===== src/sv/rcp_pkg.sv =====
`timescale 1ns / 1ps
// ----------------------------------------------------------------------------
// rcp_pkg: shared definitions for the rectangle canvas painter
// Field widths, beat layout, command and status codes, register indexes and
// the command/status bundles between controller and datapath.
// ----------------------------------------------------------------------------
package rcp_pkg;

   // Field widths
   localparam int COORD_W      = 20;
   localparam int CHAR_W       = 8;
   localparam int CMD_W        = 2;
   localparam int STATUS_W     = 2;
   localparam int RC_W         = 9;
   localparam int SIDE_REG_W   = 10;
   localparam int WIDE_W       = SIDE_REG_W + 1;

   // Configuration port
   localparam int CSR_ADDR_W   = 2;
   localparam int CSR_DATA_W   = 10;

   // Defaults
   localparam int DEF_MAX_SIDE  = 512;
   localparam int DEF_FRAC_BITS = 8;
   localparam logic [SIDE_REG_W-1:0] RST_CANVAS_WIDTH  = 10'd300;
   localparam logic [SIDE_REG_W-1:0] RST_CANVAS_HEIGHT = 10'd300;
   localparam logic [CHAR_W-1:0]     RST_BACKGROUND    = 8'd32;

   // Request beat layout, lowest bit first
   localparam int REQ_LEFT_LSB   = 0;
   localparam int REQ_TOP_LSB    = REQ_LEFT_LSB + COORD_W;
   localparam int REQ_WIDTH_LSB  = REQ_TOP_LSB + COORD_W;
   localparam int REQ_HEIGHT_LSB = REQ_WIDTH_LSB + COORD_W;
   localparam int REQ_CHAR_LSB   = REQ_HEIGHT_LSB + COORD_W;
   localparam int REQ_COL_LSB    = REQ_CHAR_LSB + CHAR_W;
   localparam int REQ_ROW_LSB    = REQ_COL_LSB + RC_W;
   localparam int REQ_TDATA_W    = 112;
   localparam int REQ_TUSER_W    = CMD_W + 1;
   localparam int REQ_OUTLINE_BIT = CMD_W;

   // Response beat layout
   localparam int RSP_TDATA_W    = CHAR_W;
   localparam int RSP_TUSER_W    = STATUS_W;

   // Command codes
   typedef enum logic [CMD_W-1:0] {
      CMD_CLEAR = 2'd0,
      CMD_DRAW  = 2'd1,
      CMD_READ  = 2'd2
   } cmd_code_type;

   // Response status codes
   typedef enum logic [STATUS_W-1:0] {
      RSP_DONE   = 2'd0,
      RSP_PIXEL  = 2'd1,
      RSP_REJECT = 2'd2
   } rsp_status_type;

   // Register indexes
   typedef enum logic [CSR_ADDR_W-1:0] {
      CSR_CANVAS_WIDTH  = 2'd0,
      CSR_CANVAS_HEIGHT = 2'd1,
      CSR_BACKGROUND    = 2'd2
   } csr_index_type;

   // Controller to datapath
   typedef struct packed {
      logic load_item;
      logic calc_bounds;
      logic calc_inner;
      logic sweep;
      logic read;
      logic load_rsp;
   } dp_cmd_type;

   // Datapath to controller
   typedef struct packed {
      logic reject;
      logic empty;
      logic sweep_last;
   } dp_status_type;

endpackage


===== src/sv/rcp_ctrl.sv =====
`timescale 1ns / 1ps
// ----------------------------------------------------------------------------
// rcp_ctrl: command sequencer
// Accepts one request beat at a time, steps the datapath through bound setup,
// canvas sweep or pixel read, and hands the result to the response register.
// ----------------------------------------------------------------------------
module rcp_ctrl import rcp_pkg::*; (
   input  logic                 clock,
   input  logic                 reset,
   input  logic                 req_tvalid,
   output logic                 req_tready,
   input  logic [CMD_W-1:0]     req_cmd,
   input  dp_status_type        stat,
   output dp_cmd_type           cmd,
   output logic                 rsp_tvalid,
   input  logic                 rsp_tready
);

   typedef enum logic [5:0] {
      ST_IDLE   = 6'b000001,
      ST_CALC   = 6'b000010,
      ST_CALC2  = 6'b000100,
      ST_SWEEP  = 6'b001000,
      ST_READ   = 6'b010000,
      ST_FINISH = 6'b100000
   } state_type;

   state_type state_ff;
   state_type state_in;
   logic      rsp_valid_ff;
   logic      rsp_valid_in;
   logic      accept;

   assign req_tready = (state_ff == ST_IDLE);
   assign accept     = req_tvalid && req_tready;
   assign rsp_tvalid = rsp_valid_ff;

   // Next state and datapath commands
   always_comb begin
      state_in        = state_ff;
      cmd             = '0;
      cmd.load_item   = accept;
      case (state_ff)
         ST_IDLE: begin
            if (accept) begin
               case (req_cmd)
                  CMD_CLEAR: state_in = stat.empty ? ST_FINISH : ST_SWEEP;
                  CMD_DRAW:  state_in = ST_CALC;
                  CMD_READ:  state_in = ST_READ;
                  default:   state_in = ST_FINISH;
               endcase
            end
         end
         ST_CALC: begin
            cmd.calc_bounds = 1'b1;
            state_in        = ST_CALC2;
         end
         ST_CALC2: begin
            cmd.calc_inner = 1'b1;
            state_in       = (stat.reject || stat.empty) ? ST_FINISH : ST_SWEEP;
         end
         ST_SWEEP: begin
            cmd.sweep = 1'b1;
            if (stat.sweep_last) begin
               state_in = ST_FINISH;
            end
         end
         ST_READ: begin
            cmd.read = 1'b1;
            state_in = ST_FINISH;
         end
         ST_FINISH: begin
            // hold until the response register is free
            if (!rsp_valid_ff || rsp_tready) begin
               cmd.load_rsp = 1'b1;
               state_in     = ST_IDLE;
            end
         end
         default: state_in = ST_IDLE;
      endcase
   end

   // Response valid: set on load, drop when taken
   always_comb begin
      rsp_valid_in = rsp_valid_ff;
      if (cmd.load_rsp) begin
         rsp_valid_in = 1'b1;
      end else if (rsp_tready) begin
         rsp_valid_in = 1'b0;
      end
   end

   always_ff @(posedge clock) begin
      if (reset) begin
         state_ff     <= ST_IDLE;
         rsp_valid_ff <= 1'b0;
      end else begin
         state_ff     <= state_in;
         rsp_valid_ff <= rsp_valid_in;
      end
   end

endmodule


===== config.mk =====
export PLATFORM = sky130hd
export DESIGN_NAME = rcp_ctrl
export DESIGN_NICKNAME = d
export VERILOG_FILES = /design/src/sv/rcp_pkg.sv /design/src/sv/rcp_ctrl.sv
export SDC_FILE = /design/constraint.sdc
export NUM_CORES = 1
export LEC_CHECK = 0
export ABC_CLOCK_PERIOD_IN_PS = 1750
export CORE_AREA = 2 2 39 41
export CTS_BUF_LIST = sky130_fd_sc_hd__clkbuf_8
export CTS_CLUSTER_SIZE = 20
export DETAILED_ROUTE_END_ITERATION = 8
export DIE_AREA = 0 0 41 43
export DONT_BUFFER_PORTS = 1
export GPL_TIMING_DRIVEN = 0
export MAX_ROUTING_LAYER = met4
export PLACE_DENSITY_LB_ADDON = 0.1
export SLEW_MARGIN = 10
export SYNTH_ARGS = -nofsm -noshare
export SYNTH_HDL_FRONTEND = slang
export SYNTH_SLANG_ARGS = --single-unit

===== constraint.sdc =====
create_clock -name clock -period 1.75 [get_ports clock]
set_input_delay 0.35 -clock clock [delete_from_list [all_inputs] [get_ports clock]]
set_output_delay 0.35 -clock clock [all_outputs]
set_load 0.005 [all_outputs]

==> run summary, run 1 <==
outcome = complete, but fails checks
violated checks = setup timing
initial core utilization = 33.7%
Vias/cell = 5.51
CTS Buf Count = 3
max cap viols = 0
P_leak = 0.228 nW
Final #Nets = 72
Net Count, Synth = 66
Placed Area = 487 um2
PwrDens = 899 nW/um2
number of global-route vias before repair = 427
CP peak stage delay = 560 ps
Finished Cell Area = 591 um2
global-route wire length before repair = 1860 um
gate count of the mapped netlist = 57
Sink Count = 7
initial antenna violation count = 0
cell taking the most area after synthesis = dfxtp_1
total power = 531 uW
area share of the largest cell type after synthesis = 30.0%
Hold Crit Class = input port to register
diodes inserted = 0
Final Setup Violations = 4
Skew-Pair Late Insertion Delay = 230 ps
Die Wd = 41 um
H-tree levels = 1
GRT Overall Usage = 16.5%
relative slew slack = 72.1%
Crit-path slowest cell = or4_4
CTS Buffer Depth = 2
Commonest cells post-synth = dfxtp_1, nor2_1
drt total wl = 1110 um
number of port buffers = 0
Cell Chain, Critical Path = or4_4, or4b_4, o211a_4, nand4b_1, a21oi_1
pin count of the biggest net entering global routing = 10
Slew Limit Fails = 0
Die Y = 43 um
wire per inst = 14.2 um
hpwl dp = 792 um
Worst Path Arrival = 1960 ps
die area = 1760 um2
Clock Skew = 3.38 ps
syn_area_per_cell = 8.19 um2
Synth cell types = 32
Startpoint Class = register
Area growth syn-to-layout = 26.5%
DR iter-0 viols = 11
DRC viols = 0
ys async rst share = 0%
period utilization = 106%
CORE AREA = 1380 um2
Hold Vio Cnt, Final = 0
CP Max Fanout = 4
FMAX = 0.540 GHz
CTS tree = built
Synth Register Bits = 7
setup ws final = -102 ps
Std-Cell Rows = 14
CP Class = register to register
fin crit period = 1850 ps
share of layout cells above drive strength 1 = 37.1%
Top Ports = 17
sequential fraction of the synthesis area = 30.0%
Root Driver = clkbuf_8
Syn. warnings = 0
synthesized area = 467 um2
Primary FF master, synth = dfxtp_1
Post-synth EDFFs = 0
RSZ-0062 raised after global routing = true
Congestion Overflow GR = 0
Critical Path Sink Type = register
top-count cell post-synth = dfxtp_1
Detail Route Antenna Nets = 0
synth top area cells = dfxtp_1, buf_4, nor3b_1
CTS clk-pin slew, worst paths = 40 ps
VDD IR max = 0.345 mV
GP Congestion = 0.772
Req. time, crit path = 1860 ps
1st-pass router iterations = 2
via count = 430
worst slew pin tran = 415 ps
layout make-up:
| type | instances | area [um2] |
|---|---|---|
| plain buffers | 3 | 22.5 |
| clock buffers | 3 | 41.3 |
| clock inverters | 1 | 3.75 |
| fillers | 137 | 793 |
| inverters | 3 | 11.3 |
| multi-input cells | 42 | 323 |
| flip-flops and latches | 7 | 146 |
| well taps | 16 | 20.0 |
| repair buffers | 3 | 22.5 |
final timing paths:
path,from,end,slack [ps],cells past startpoint
worst min register to register,rsp_tvalid,rsp_tvalid,550,2
worst max-delay path,state_ff[1],state_ff[3],-100,5
worst min-delay path,reset,state_ff[5],180,1
worst max register to register,state_ff[1],state_ff[3],-100,5
flip-flops by register name, indices dropped and copies added (netlist names):
signal	cells
state_ff	6
rsp_tvalid	1
power by group:
| part | switching (mW) | internal, mW | leakage, nW |
|---|---|---|---|
| Clock | 0.0696 | 0.152 | 0.0269 |
| Sequential | 0.0177 | 0.170 | 0.0586 |
| Combinational | 0.0565 | 0.0653 | 0.142 |
| Total | 0.144 | 0.387 | 0.228 |
worst max-delay path: cells and delay by family (launching register included):
kind / cells / cell delay (ps)
AOI/OAI and AO/OA: 2 / 240
and+or+nand+nor: 3 / 1170
DFF: 1 / 330
metal layers:
layer | vias to the layer above | routed length (um) | track usage [%] | part of all wire, %
li1 | 212 | - | - | -
met1 | 201 | 478 | 18.8 | 43
met2 | 13 | 506 | 23.4 | 46
met3 | 4 | 97 | 6.28 | 8.8
met4 | 0 | 26 | 10.0 | 2.3
met5 | - | 0 | - | 0
metrics by stage:
step | utilization, % | instances | setup TNS [ps] | setup slack [ps] | hold WS (ps)
after global routing | 42.7 | 78 | -714 | -157 | 175
final | 42.7 | 78 | -283 | -102 | 181
after CTS | 41.4 | 78 | -372 | -89.4 | 180
after global placement | 35.2 | 73 | -394 | -112 | 422
after floorplan | - | 57 | -14.9 | -13.5 | 419
after detailed placement | 35.2 | 73 | -346 | -120 | 423
kinds of logic after synthesis:
kind of cell           count (synthesis)  synth area share [%]
multiplexers                           1                  2.14
buffers and inverters                  8                  8.85
flip-flops                             7                  30.0
XOR/XNOR                               2                  3.75
AND/OR/NAND/NOR                       28                  39.1
AO/OA/AOI/OAI                         11                  16.1
placed cells by master, fill, tap and decap left out:
cell type,synthesis,routed
buf_4,3,6
nor4b_1,2,2
nor2b_1,3,3
o31ai_1,1,1
dfxtp_1,7,2
nand2b_1,1,1
o211a_4,0,1
and2b_1,1,1
nor2_4,0,1
clkbuf_8,0,3
nor4_4,0,1
or2_2,1,1
xnor2_1,1,1
nand4b_1,1,1
nor3b_1,3,3
or4b_4,1,1
a21oi_1,3,3
o21ai_0,1,1
nand2_1,3,2
nand3b_1,1,1
or3_1,1,1
inv_1,3,4
o32ai_1,1,1
nor3_1,1,1
o22ai_1,2,2
and2_1,1,1
or4_4,1,1
mux2i_1,1,1
a211oi_2,0,1
nor4_1,2,1
a31o_1,1,1
xor2_1,1,1
nand2_2,1,2
nor2_1,4,3
dfxtp_2,0,5
timing repair:
action                     4_1_cts  5_1_grt
resized for setup                8        4
hold buffers                     0        0
buffers inserted                 3        0
hold endpoints to repair         0        0
setup endpoints to repair        7        7
pin swaps                        4        4
(Power assumes the default switching activity.)
==> run 2: changes to the inputs <==
--- a/config.mk
+++ b/config.mk
@@ -5,7 +5,7 @@
 export SDC_FILE = /design/constraint.sdc
 export NUM_CORES = 1
 export LEC_CHECK = 0
-export ABC_CLOCK_PERIOD_IN_PS = 1750
+export ABC_CLOCK_PERIOD_IN_PS = 1500
 export CORE_AREA = 2 2 39 41
 export CTS_BUF_LIST = sky130_fd_sc_hd__clkbuf_8
 export CTS_CLUSTER_SIZE = 20
@@ -13,8 +13,8 @@
 export DIE_AREA = 0 0 41 43
 export DONT_BUFFER_PORTS = 1
 export GPL_TIMING_DRIVEN = 0
-export MAX_ROUTING_LAYER = met4
 export PLACE_DENSITY_LB_ADDON = 0.1
+export REMOVE_ABC_BUFFERS = 1
 export SLEW_MARGIN = 10
 export SYNTH_ARGS = -nofsm -noshare
 export SYNTH_HDL_FRONTEND = slang
==> constraint.sdc (replaced) <==
create_clock -name clock -period 1.5 [get_ports clock]
set_input_delay 0.3 -clock clock [delete_from_list [all_inputs] [get_ports clock]]
set_output_delay 0.3 -clock clock [all_outputs]
set_load 0.005 [all_outputs]
==> run 2 against run 1 <==
Against the previous run:
- the flow still finishes with violations (setup timing)
- total power grew 12%
- hold slack got worse by 49 ps
- register-to-register slack got worse by 220 ps
- largest cell class unchanged
==> run summary, run 2 (same netlist as run 1, synthesis figures left out) <==
worst slew pin tran = 427 ps
PwrDens = 1080 nW/um2
cell depth of the worst setup path = 4
setup ws final = -326 ps
period utilization = 122%
Hold Vio Cnt, Final = 0
Post-Place Setup Slack = -353 ps
initial antenna violation count = 0
number of port buffers = 0
Die Wd = 41 um
Inst Count DP = 68
CP Class = register to register
Area growth syn-to-layout = 17.7%
FMAX = 0.547 GHz
die area = 1760 um2
Detail Route Antenna Nets = 0
Sink Count = 7
hpwl dp = 768 um
CP endpoint = state_ff[0]
H-tree levels = 1
CTS Buffer Depth = 2
DR iter-0 viols = 4
Root Driver = clkbuf_8
fin crit period = 1830 ps
number of global-route vias before repair = 366
max cap viols = 0
GP Congestion = 0.694
CTS tree = built
Congestion Overflow GR = 0
sum of buffers and inverters on the critical path = 1
P_leak = 0.201 nW
global-route wire length before repair = 1590 um
CTS Buf Count = 3
Crit-path slowest cell = or4_4
R2R depth = 4
RSZ-0062 raised after global routing = true
Hold Crit Class = input port to register
Std-Cell Rows = 14
Critical Path Sink Type = register
Req. time, crit path = 1620 ps
1st-pass router iterations = 3
Top Ports = 17
violated checks = setup timing
Final #Nets = 68
Cell Chain, Critical Path = or4_4, or4b_4, buf_4, a31o_1
relative slew slack = 71.3%
initial core utilization = 33.7%
DRC viols = 0
drt total wl = 1080 um
setup slack on the worst flop-to-flop path = -330 ps
Slew Limit Fails = 0
Clock Skew = 0.411 ps
CTS Hold Bufs = 0
total power = 592 uW
filler cell count = 153
most frequent cells in the layout = nor2_1, inv_1, dfxtp_1
Startpoint Class = register
CP peak stage delay = 540 ps
Largest register FFs = 6
via count = 413
Die Y = 43 um
CORE AREA = 1380 um2
share of layout cells above drive strength 1 = 31.0%
Skew-Pair Late Insertion Delay = 230 ps
Worst Path Arrival = 1940 ps
CTS clk-pin slew, worst paths = 40 ps
CP Max Fanout = 5
wire per inst = 14.5 um
sum of negative setup slack = -1940 ps
Worst R2R Start = state_ff[2]
CP delay by family, top = simple AND/OR/NAND/NOR gates
pin count of the biggest net entering global routing = 10
most flop-heavy register = state_ff
worst r2r dst = state_ff[0]
Post-Layout Cell Count = 74
diodes inserted = 0
GRT Overall Usage = 13.9%
critical path startpoint = state_ff[2]
VDD IR max = 0.454 mV
outcome = complete, but fails checks
Vias/cell = 5.58
Final Setup Violations = 10
-- run 2: cell types whose count changed in the layout (fill, tap and decap cells not counted), moves of 2 or more --
| cell | change |
|---|---|
| dfxtp_1 | +2 |
| dfxtp_2 | -2 |
| buf_4 | -5 |
| nor3b_2 | +2 |
| nor3b_1 | -2 |
-- run 2: area by class of cell --
cell class	count	area [um2]	area share [%]
clock buffers	3	41.3	7.52
clock inverters	1	3.75	0.683
inverters	3	11.3	2.05
flip-flops and latches	7	144	26.2
well taps	16	20.0	3.64
multi-input cells	42	310	56.5
repair buffers	2	18.8	3.42
-- run 2: what timing repair did --
action,in CTS,in global routing
gates resized for setup,2,7
pin swaps,2,1
setup endpoints to repair,12,12
endpoints found under the hold margin,0,0
setup buffers,1,1
-- run 2: power by group --
group | total (mW) | leakage (nW) | switching (mW) | internal (mW)
clock | 0.260 | 0.0269 | 0.0829 | 0.177
combinational | 0.114 | 0.116 | 0.0567 | 0.0577
sequential | 0.218 | 0.0576 | 0.0194 | 0.198
total | 0.592 | 0.201 | 0.159 | 0.433
-- run 2: worst min-delay path by stage --
| stage | from | end | slack, ps | cells after the start |
|---|---|---|---|---|
| detailed placement | reset | state_ff[3] | 370 | 1 |
| global placement | reset | state_ff[2] | 370 | 1 |
| finish | reset | state_ff[2] | 130 | 1 |
| global route | reset | state_ff[2] | 130 | 1 |
| CTS | reset | state_ff[2] | 130 | 1 |
| floorplan | reset | rsp_tvalid | 370 | 1 |
-- run 2: metrics by stage --
step / hold slack, ps / cell area (um2) / utilization, %
floorplan: 369 / 437 / -
global placement: 373 / 457 / 33.0
detailed placement: 373 / 457 / 33.0
CTS: 129 / 515 / 37.3
global route: 126 / 549 / 39.7
finish: 132 / 549 / 39.7
-- run 2: per-layer routing --
metal  track usage, %  routed length [um]
met1             17.0                 479
met2             20.3                 519
met3             4.71                  65
met4             8.00                  10
met5                0                   0
